==> config.mk <==
export PLATFORM = sky130hd
export DESIGN_NAME = incremental_pid_controller
export DESIGN_NICKNAME = d
export VERILOG_FILES = /design/src/rtl/ipid_pkg.sv /design/src/rtl/ipid_cfg.sv /design/src/rtl/ipid_core.sv /design/src/rtl/incremental_pid_controller.sv
export SDC_FILE = /design/constraint.sdc
export NUM_CORES = 2
export LEC_CHECK = 0
export BUFFER_PORTS_ARGS = -buffer_cell sky130_fd_sc_hd__clkbuf_2
export CORE_MARGIN = 5
export CORE_UTILIZATION = 41
export DETAILED_ROUTE_END_ITERATION = 6
export HOLD_SLACK_MARGIN = 0.15
export PLACE_DENSITY = 0.66
export SYNTH_ARGS = -nofsm -noshare
export SYNTH_HDL_FRONTEND = slang
export SYNTH_SLANG_ARGS = --single-unit
==> constraint.sdc <==
create_clock -name aclk -period 19.7 [get_ports aclk]
set_input_delay 1.97 -clock aclk [delete_from_list [all_inputs] [get_ports aclk]]
set_output_delay 1.97 -clock aclk [all_outputs]
set_load 0.1 [all_outputs]
==> src/rtl/ipid_pkg.sv <==
// Package with the types, codes and sizes shared by the incremental PID controller.
`default_nettype none

package ipid_pkg;

    // Data path sizes.
    localparam int DATA_WIDTH     = 16;
    localparam int GAIN_FRAC_BITS = 8;
    localparam int GAIN_WIDTH     = 16;
    localparam int ERR_WIDTH      = DATA_WIDTH + 1;
    localparam int TICK_WIDTH     = 16;
    localparam int MODE_WIDTH     = 2;
    localparam int OP_WIDTH       = 2;
    localparam int CFG_ADDR_WIDTH = 3;
    localparam int CFG_DATA_WIDTH = 16;

    // Operation codes carried with each input item.
    localparam logic [OP_WIDTH-1:0] OP_TICK    = 2'd0;
    localparam logic [OP_WIDTH-1:0] OP_COMPUTE = 2'd1;
    localparam logic [OP_WIDTH-1:0] OP_RESTART = 2'd2;

    // Run modes.
    localparam logic [MODE_WIDTH-1:0] MODE_OFF    = 2'd0;
    localparam logic [MODE_WIDTH-1:0] MODE_AUTO   = 2'd1;
    localparam logic [MODE_WIDTH-1:0] MODE_DEMAND = 2'd2;

    // Configuration register indexes.
    localparam logic [CFG_ADDR_WIDTH-1:0] REG_GAIN_ERROR     = 3'd0;
    localparam logic [CFG_ADDR_WIDTH-1:0] REG_GAIN_CHANGE    = 3'd1;
    localparam logic [CFG_ADDR_WIDTH-1:0] REG_OUT_MIN        = 3'd2;
    localparam logic [CFG_ADDR_WIDTH-1:0] REG_OUT_MAX        = 3'd3;
    localparam logic [CFG_ADDR_WIDTH-1:0] REG_RUN_MODE       = 3'd4;
    localparam logic [CFG_ADDR_WIDTH-1:0] REG_PERIOD_TICKS   = 3'd5;
    localparam logic [CFG_ADDR_WIDTH-1:0] REG_REVERSE_ACTING = 3'd6;

    // Configuration reset values.
    localparam logic [DATA_WIDTH-1:0] OUT_MAX_RESET      = 16'd255;
    localparam logic [TICK_WIDTH-1:0] PERIOD_TICKS_RESET = 16'd100;

    // Configuration seen by the datapath.
    typedef struct packed {
        logic [GAIN_WIDTH-1:0] gain_error;
        logic [GAIN_WIDTH-1:0] gain_change;
        logic [DATA_WIDTH-1:0] out_min;
        logic [DATA_WIDTH-1:0] out_max;
        logic [MODE_WIDTH-1:0] run_mode;
        logic [TICK_WIDTH-1:0] period_ticks;
        logic                  reverse_acting;
    } cfg_t;

    // One input item.
    typedef struct packed {
        logic [OP_WIDTH-1:0]   operation;
        logic [DATA_WIDTH-1:0] measured_value;
        logic [DATA_WIDTH-1:0] setpoint;
        logic [DATA_WIDTH-1:0] held_output;
    } item_t;

    // One result item.
    typedef struct packed {
        logic [DATA_WIDTH-1:0] drive_value;
        logic                  updated;
        logic [ERR_WIDTH-1:0]  error_value;
    } result_t;

endpackage

`default_nettype wire

==> src/rtl/ipid_cfg.sv <==
// Configuration register bank of the incremental PID controller.
`default_nettype none

module ipid_cfg
    import ipid_pkg::*;
(
    input  wire logic                      aclk,
    input  wire logic                      aresetn,
    input  wire logic                      cfg_we,
    input  wire logic [CFG_ADDR_WIDTH-1:0] cfg_addr,
    input  wire logic [CFG_DATA_WIDTH-1:0] cfg_wdata,
    output cfg_t                           cfg
);

    cfg_t cfg_reg;
    cfg_t cfg_next;

    // Decode a write into the addressed register; unknown indexes are ignored.
    always_comb begin
        cfg_next = cfg_reg;
        if (cfg_we) begin
            case (cfg_addr)
                REG_GAIN_ERROR:     cfg_next.gain_error     = cfg_wdata[GAIN_WIDTH-1:0];
                REG_GAIN_CHANGE:    cfg_next.gain_change    = cfg_wdata[GAIN_WIDTH-1:0];
                REG_OUT_MIN:        cfg_next.out_min        = cfg_wdata[DATA_WIDTH-1:0];
                REG_OUT_MAX:        cfg_next.out_max        = cfg_wdata[DATA_WIDTH-1:0];
                REG_RUN_MODE:       cfg_next.run_mode       = cfg_wdata[MODE_WIDTH-1:0];
                REG_PERIOD_TICKS:   cfg_next.period_ticks   = cfg_wdata[TICK_WIDTH-1:0];
                REG_REVERSE_ACTING: cfg_next.reverse_acting = cfg_wdata[0];
                default:            cfg_next = cfg_reg;
            endcase
        end
    end

    always_ff @(posedge aclk) begin
        if (!aresetn) begin
            cfg_reg.gain_error     <= '0;
            cfg_reg.gain_change    <= '0;
            cfg_reg.out_min        <= '0;
            cfg_reg.out_max        <= OUT_MAX_RESET;
            cfg_reg.run_mode       <= MODE_OFF;
            cfg_reg.period_ticks   <= PERIOD_TICKS_RESET;
            cfg_reg.reverse_acting <= 1'b0;
        end else begin
            cfg_reg <= cfg_next;
        end
    end

    assign cfg = cfg_reg;

endmodule

`default_nettype wire

==> src/rtl/ipid_core.sv <==
// Controller state and the combinational compute, restart and tick datapath.
`default_nettype none

module ipid_core
    import ipid_pkg::*;
(
    input  wire logic  aclk,
    input  wire logic  aresetn,
    input  wire cfg_t  cfg,
    input  wire logic  fire,
    input  wire item_t item,
    output result_t    result
);

    localparam int GS_WIDTH   = GAIN_WIDTH + 1;
    localparam int PROD_WIDTH = GS_WIDTH + ERR_WIDTH;
    localparam int TERM_WIDTH = PROD_WIDTH - GAIN_FRAC_BITS;
    localparam int SUM_WIDTH  = TERM_WIDTH + 2;

    logic [DATA_WIDTH-1:0] acc_reg,      acc_next;
    logic [DATA_WIDTH-1:0] prev_reg,     prev_next;
    logic [TICK_WIDTH-1:0] elapsed_reg,  elapsed_next;
    logic [DATA_WIDTH-1:0] hold_reg,     hold_next;
    logic [ERR_WIDTH-1:0]  last_err_reg, last_err_next;

    logic                         go;
    logic signed [ERR_WIDTH-1:0]  err;
    logic signed [ERR_WIDTH-1:0]  chg;
    logic signed [GS_WIDTH-1:0]   ge_s;
    logic signed [GS_WIDTH-1:0]   gc_s;
    logic signed [PROD_WIDTH-1:0] prod_e;
    logic signed [PROD_WIDTH-1:0] prod_c;
    logic signed [SUM_WIDTH-1:0]  sum;
    logic [DATA_WIDTH-1:0]        acc_sat;
    logic [DATA_WIDTH-1:0]        drive_new;
    logic [DATA_WIDTH-1:0]        held_clamped;

    // Clamp to the output limits: the upper limit is tested first.
    function automatic logic [DATA_WIDTH-1:0] clamp_out(
        input logic [DATA_WIDTH-1:0] v,
        input logic [DATA_WIDTH-1:0] lo,
        input logic [DATA_WIDTH-1:0] hi
    );
        logic [DATA_WIDTH-1:0] r;
        if ($signed(v) > $signed(hi)) begin
            r = hi;
        end else if ($signed(v) < $signed(lo)) begin
            r = lo;
        end else begin
            r = v;
        end
        return r;
    endfunction

    // Compute is allowed on demand, or in auto once the period has elapsed.
    always_comb begin
        case (cfg.run_mode)
            MODE_DEMAND: go = 1'b1;
            MODE_AUTO:   go = (elapsed_reg >= cfg.period_ticks);
            default:     go = 1'b0;
        endcase
    end

    // Error and measurement change, both one bit wider than the data.
    assign err = $signed({item.setpoint[DATA_WIDTH-1], item.setpoint})
               - $signed({item.measured_value[DATA_WIDTH-1], item.measured_value});
    assign chg = $signed({item.measured_value[DATA_WIDTH-1], item.measured_value})
               - $signed({prev_reg[DATA_WIDTH-1], prev_reg});

    // Gains become signed and are negated for reverse acting control.
    assign ge_s = cfg.reverse_acting ? -$signed({1'b0, cfg.gain_error})
                                     :  $signed({1'b0, cfg.gain_error});
    assign gc_s = cfg.reverse_acting ? -$signed({1'b0, cfg.gain_change})
                                     :  $signed({1'b0, cfg.gain_change});

    // Two parallel multiplies; dropping the fraction bits floors each product.
    assign prod_e = ge_s * err;
    assign prod_c = gc_s * chg;

    always_comb begin
        sum = $signed({{2{acc_reg[DATA_WIDTH-1]}},
                       {(TERM_WIDTH-DATA_WIDTH){acc_reg[DATA_WIDTH-1]}}, acc_reg})
            + $signed({{2{prod_e[PROD_WIDTH-1]}}, prod_e[PROD_WIDTH-1:GAIN_FRAC_BITS]})
            - $signed({{2{prod_c[PROD_WIDTH-1]}}, prod_c[PROD_WIDTH-1:GAIN_FRAC_BITS]});
    end

    // Saturate the accumulator to the data width.
    always_comb begin
        if ((&sum[SUM_WIDTH-1:DATA_WIDTH-1]) || !(|sum[SUM_WIDTH-1:DATA_WIDTH-1])) begin
            acc_sat = sum[DATA_WIDTH-1:0];
        end else if (sum[SUM_WIDTH-1]) begin
            acc_sat = {1'b1, {(DATA_WIDTH-1){1'b0}}};
        end else begin
            acc_sat = {1'b0, {(DATA_WIDTH-1){1'b1}}};
        end
    end

    assign drive_new    = clamp_out(acc_sat, cfg.out_min, cfg.out_max);
    assign held_clamped = clamp_out(item.held_output, cfg.out_min, cfg.out_max);

    // Next state for the item that moves to the result register.
    always_comb begin
        acc_next      = acc_reg;
        prev_next     = prev_reg;
        elapsed_next  = elapsed_reg;
        hold_next     = hold_reg;
        last_err_next = last_err_reg;
        result.updated = 1'b0;
        case (item.operation)
            OP_TICK: begin
                if (!(&elapsed_reg)) begin
                    elapsed_next = elapsed_reg + 1'b1;
                end
            end
            OP_COMPUTE: begin
                if (go) begin
                    acc_next       = acc_sat;
                    hold_next      = drive_new;
                    prev_next      = item.measured_value;
                    last_err_next  = err;
                    elapsed_next   = '0;
                    result.updated = 1'b1;
                end
            end
            OP_RESTART: begin
                prev_next     = item.measured_value;
                acc_next      = held_clamped;
                elapsed_next  = '0;
                last_err_next = '0;
            end
            default: begin
                acc_next = acc_reg;
            end
        endcase
        result.drive_value = hold_next;
        result.error_value = last_err_next;
    end

    // State advances only when an item is taken into the result register.
    always_ff @(posedge aclk) begin
        if (!aresetn) begin
            acc_reg      <= '0;
            prev_reg     <= '0;
            elapsed_reg  <= '1;
            hold_reg     <= '0;
            last_err_reg <= '0;
        end else if (fire) begin
            acc_reg      <= acc_next;
            prev_reg     <= prev_next;
            elapsed_reg  <= elapsed_next;
            hold_reg     <= hold_next;
            last_err_reg <= last_err_next;
        end
    end

    // State holds while no item is processed.
    a_state_holds: assert property (@(posedge aclk) disable iff (!aresetn)
        !fire |=> $stable(acc_reg) && $stable(elapsed_reg) && $stable(hold_reg))
        else $error("controller state changed without an item");

    // A tick below saturation advances the timer by one.
    a_tick_counts: assert property (@(posedge aclk) disable iff (!aresetn)
        fire && item.operation == OP_TICK && !(&elapsed_reg)
        |=> elapsed_reg == $past(elapsed_reg) + 1'b1)
        else $error("tick did not advance the timer");

    // A restart clears the timer and the stored error.
    a_restart_clears: assert property (@(posedge aclk) disable iff (!aresetn)
        fire && item.operation == OP_RESTART
        |=> elapsed_reg == '0 && last_err_reg == '0)
        else $error("restart left timer or error set");

    // Only an accepted compute in a running mode reports a new output.
    a_update_source: assert property (@(posedge aclk) disable iff (!aresetn)
        result.updated |-> item.operation == OP_COMPUTE && cfg.run_mode != MODE_OFF)
        else $error("update flagged for an item that cannot compute");

endmodule

`default_nettype wire

==> src/rtl/incremental_pid_controller.sv <==
// Top level of the incremental PID controller: stream ports, input and result registers.
//
//  Channel  Direction  Handshake            Content
//  s_       in         s_tvalid / s_tready  operation in tuser, measurement data in tdata
//  m_       out        m_tvalid / m_tready  updated flag in tuser, drive and error in tdata
//  cfg_     in         cfg_we               register index and write data, no read-back
//
// One item is accepted per cycle while the result stream is not stalled.
// All arithmetic for an item happens between the input register and the result register,
// so the accumulator feeds the next item directly and no item waits on another.
// Synchronous active-low reset clears both valid flags and resets the state and config.
// When m_tready is low the result register holds, then the input register fills and
// s_tready drops; nothing is lost or repeated.
`default_nettype none

module incremental_pid_controller
    import ipid_pkg::*;
(
    input  wire logic                      aclk,
    input  wire logic                      aresetn,
    // Input stream
    input  wire logic                      s_tvalid,
    output logic                           s_tready,
    // [15:0] measured_value, [31:16] setpoint, [47:32] held_output
    input  wire logic [47:0]               s_tdata,
    // [1:0] operation
    input  wire logic [OP_WIDTH-1:0]       s_tuser,
    // Result stream
    output logic                           m_tvalid,
    input  wire logic                      m_tready,
    // [15:0] drive_value, [32:16] error_value, [39:33] zero
    output logic [39:0]                    m_tdata,
    // [0] updated
    output logic                           m_tuser,
    // Configuration write port
    input  wire logic                      cfg_we,
    input  wire logic [CFG_ADDR_WIDTH-1:0] cfg_addr,
    input  wire logic [CFG_DATA_WIDTH-1:0] cfg_wdata
);

    cfg_t    cfg;
    item_t   in_item_reg;
    logic    in_valid_reg;
    result_t core_result;
    result_t out_res_reg;
    logic    out_valid_reg;
    logic    out_load;
    logic    fire;

    ipid_cfg u_cfg (
        .aclk      (aclk),
        .aresetn   (aresetn),
        .cfg_we    (cfg_we),
        .cfg_addr  (cfg_addr),
        .cfg_wdata (cfg_wdata),
        .cfg       (cfg)
    );

    ipid_core u_core (
        .aclk    (aclk),
        .aresetn (aresetn),
        .cfg     (cfg),
        .fire    (fire),
        .item    (in_item_reg),
        .result  (core_result)
    );

    // The result register takes a new item when empty or being drained.
    assign out_load = !out_valid_reg || m_tready;
    assign fire     = in_valid_reg && out_load;
    assign s_tready = !in_valid_reg || out_load;

    // Input register.
    always_ff @(posedge aclk) begin
        if (!aresetn) begin
            in_valid_reg <= 1'b0;
        end else if (s_tvalid && s_tready) begin
            in_valid_reg <= 1'b1;
        end else if (fire) begin
            in_valid_reg <= 1'b0;
        end
    end

    always_ff @(posedge aclk) begin
        if (s_tvalid && s_tready) begin
            in_item_reg.operation      <= s_tuser;
            in_item_reg.measured_value <= s_tdata[15:0];
            in_item_reg.setpoint       <= s_tdata[31:16];
            in_item_reg.held_output    <= s_tdata[47:32];
        end
    end

    // Result register.
    always_ff @(posedge aclk) begin
        if (!aresetn) begin
            out_valid_reg <= 1'b0;
        end else if (out_load) begin
            out_valid_reg <= in_valid_reg;
        end
    end

    always_ff @(posedge aclk) begin
        if (fire) begin
            out_res_reg <= core_result;
        end
    end

    assign m_tvalid = out_valid_reg;
    assign m_tuser  = out_res_reg.updated;
    assign m_tdata  = {7'd0, out_res_reg.error_value, out_res_reg.drive_value};

endmodule

`default_nettype wire

==> results_dict.tcl <==
set metrics [dict create \
    htreeDepth 1 \
    hold_violations 0 \
    irDropWorstVdd_uv 95.29 \
    fin_crit_ns 16.42 \
    status "complete, no violations" \
    slew_headroom_pct 19.00 \
    slew_viol_final 0 \
    yosysWarnings 0 \
    slowest_stage "nor2_2" \
    setup_ws_ns 3.285 \
    place_ws_ns 3.445 \
    initial_core_util_pct 41.22 \
    whs_path_depth 2 \
    syn_to_final_growth_pct 8.104 \
    die-area_um2 98050 \
    synthArstFlopShare_pct 0 \
    antenna_found_initial 4 \
    p_leak_nw 19.53 \
    synth.distinct_cells 86 \
    drc_errors 0 \
    gp_congestion 0.9579 \
    fin_hold_ws_ns 0.4633 \
    grt_max_degree 69 \
    tightest_slew_ns 1.211 \
    netlist_top_cells_area "fa_1 (33%), ha_1 (10%), dfxtp_1 (8.8%)" \
    portBuffers 109 \
    timing.critical_path.buf_inv 10 \
    die_w_um 313.1 \
    grt_usage_pct 22.50 \
    yosys.area_share.simple_pct 14.64 \
    cts_num_sinks 250 \
    tns_ns 0 \
    synth_top_flop_cell "dfxtp_1" \
    finalClockSkew_ns 0.02536 \
    synth.area.mux_share_pct 1.013 \
    synth_common_cells "inv_1 (856), fa_1 (618), nand2_1 (614)" \
    synth_top_area_share_pct 32.84 \
    dr.pass1.iters 6 \
    syn_avg_cell_area_um2 8.808 \
    worstPathRequired_ns 20.16 \
    multi_input_area_um2 28060 \
    synthesis.area_um2 37670 \
    seq_area_um2 5846 \
    via_per_inst 5.319 \
    postCtsSetupBuffers 0 \
    seq_area_frac_synth_pct 15.52 \
    clock_path_buffers 3 \
    vias 29565 \
    layout.nets 5345 \
    critPathMaxFanout 24 \
    synth_fa_ha_area_share_pct 43.10 \
    clock_latency_ns 0.63 \
    worstPathArrival_ns 16.88 \
    io_pins 117 \
    largest_register_ffs 83 \
    slowest_delay_ns 0.67 \
    netlist_instances 4277 \
    crit_type "flip-flop to flip-flop" \
    synth_largest_area_cell "fa_1" \
    end_kind "flip-flop" \
    r2r_cells 63 \
    cts_resized 0 \
    max_cap_violations 0 \
    synth-compound-area-share_pct 11.42 \
    die_y_um 313.1 \
    hpwlAfterDp_um 90390 \
    first_global_vias 30308 \
    n_fill_cell 8962 \
    drive_gt1_share_pct 6.912 \
    detail-route-antenna-nets 0 \
    finalCritPeriodShare_pct 83.33 \
    wl_um 110800 \
    synth-xor-area-share_pct 4.045 \
    coreArea_um2 91390 \
    grt_pass1_wl_um 173200 \
    hold_path_class "flip-flop to flip-flop" \
    cts_hold_buf 0 \
    grt_overflow_total 0 \
    synth_top_family_by_area "adder cells" \
    worst_setup_path_start_kind "flip-flop" \
    synth_edf_count 84 \
    rows 111 \
    grt_setup_unrepaired "false" \
    powerDensity_nw_per_um2 101.1 \
    cts_root_buffer "clkbuf_16" \
    path_clk_slew_ns 0.06 \
    synth.most_common_cell "inv_1" \
    cts_made_buffers 31 \
    cp_top_family "compound AO/OA/AOI/OAI gates" \
    cts_tree "built" \
    detail_route.wl_per_cell_um 19.93 \
    fmax_mhz 60.92 \
    cp.depth 63 \
    initialDrtViolationCount 1986 \
    ys_ff_latch 250 \
    setup_viol 0 \
]
cells in the final DEF, fill, tap and decap left out, types with 25 or more instances in the layout:
cell and n:
inv_1 856, edfxtp_1 84, o21ai_0 117, xnor2_1 105, buf_4 75, nor3_1 62, a211oi_1 26, dfxtp_1 166
o21a_1 25, ha_1 309, nor2b_1 51, o211ai_1 36, nor2_1 267, a21o_1 40, mux2i_1 37, xor2_1 62
a21oi_1 117, a21boi_0 90, fa_1 618, and3_1 25, nand3_1 44, nand4_1 27, clkbuf_16 32, clkbuf_2 108
nand2_1 614, and2_1 68
through the flow:
stage | std cells | cell area (um^2) | utilization, % | power (mW)
3_5_place_dp | 5497 | 39710 | 43.46 | 3.492
5_1_grt | 5555 | 40720 | 44.56 | 4.441
2_1_floorplan | 4283 | 37690 | - | 2.680
6_report | 5558 | 40730 | 44.56 | 4.117
4_1_cts | 5555 | 40720 | 44.56 | 4.096
3_3_place_gp | 5497 | 39710 | 43.46 | 3.506
kinds of logic (layout without fill, tap and decap cells):
family                   count (synthesis)  in the layout
flip-flops                             250            250
AND/OR/NAND/NOR                       1247           1247
other                                    1             10
adder cells (fa/ha/maj)                927            927
AO/OA/AOI/OAI                          628            628
XOR/XNOR                               174            174
buffers and inverters                 1012           1098
multiplexers                            38             38
cell type report:
type	instances	area share [%]
inverters	857	7.899
clock buffers	41	2.098
well taps	1186	3.644
diodes	3	0.01843
multi-input cells	3021	68.91
clock inverters	17	0.3687
flip-flops and latches	250	14.35
repair buffers	183	2.710
final timing paths:
path / from / slack [ns] / endpoint
worst min register to register: u_cfg.cfg[13]$_SDFFE_PN0P_ / 0.46 / u_cfg.cfg[13]$_SDFFE_PN0P_
worst max-delay path: in_item_reg[16]$_DFFE_PP_ / 3.28 / u_core.hold_reg[4]$_SDFFE_PN0P_
worst min-delay path: u_cfg.cfg[13]$_SDFFE_PN0P_ / 0.46 / u_cfg.cfg[13]$_SDFFE_PN0P_
worst max register to register: in_item_reg[16]$_DFFE_PP_ / 3.28 / u_core.hold_reg[4]$_SDFFE_PN0P_
layer usage:
metal	wire (um)	global-route usage, %	share of wire, %
met2	50690	36.31	46
met5	39	0	0.035
met4	3862	6.698	3.5
met1	46970	30.49	42
met3	9202	5.051	8.3
worst register-to-register path: cells and delay by family, from the launching register on:
kind / cells / cell delay (ns)
AND/OR/NAND/NOR: 12 / 3.58
XOR/XNOR: 2 / 0.41
flip-flops: 1 / 0.35
AO/OA/AOI/OAI: 27 / 6.21
adder cells (fa/ha/maj): 12 / 4.77
buffers and inverters: 10 / 0.98
report_power, final:
group	internal, mW	switching [mW]
combinational	1.03	1.93
sequential	0.553	0.0202
clock	0.321	0.256
(Power assumes the default switching activity.)
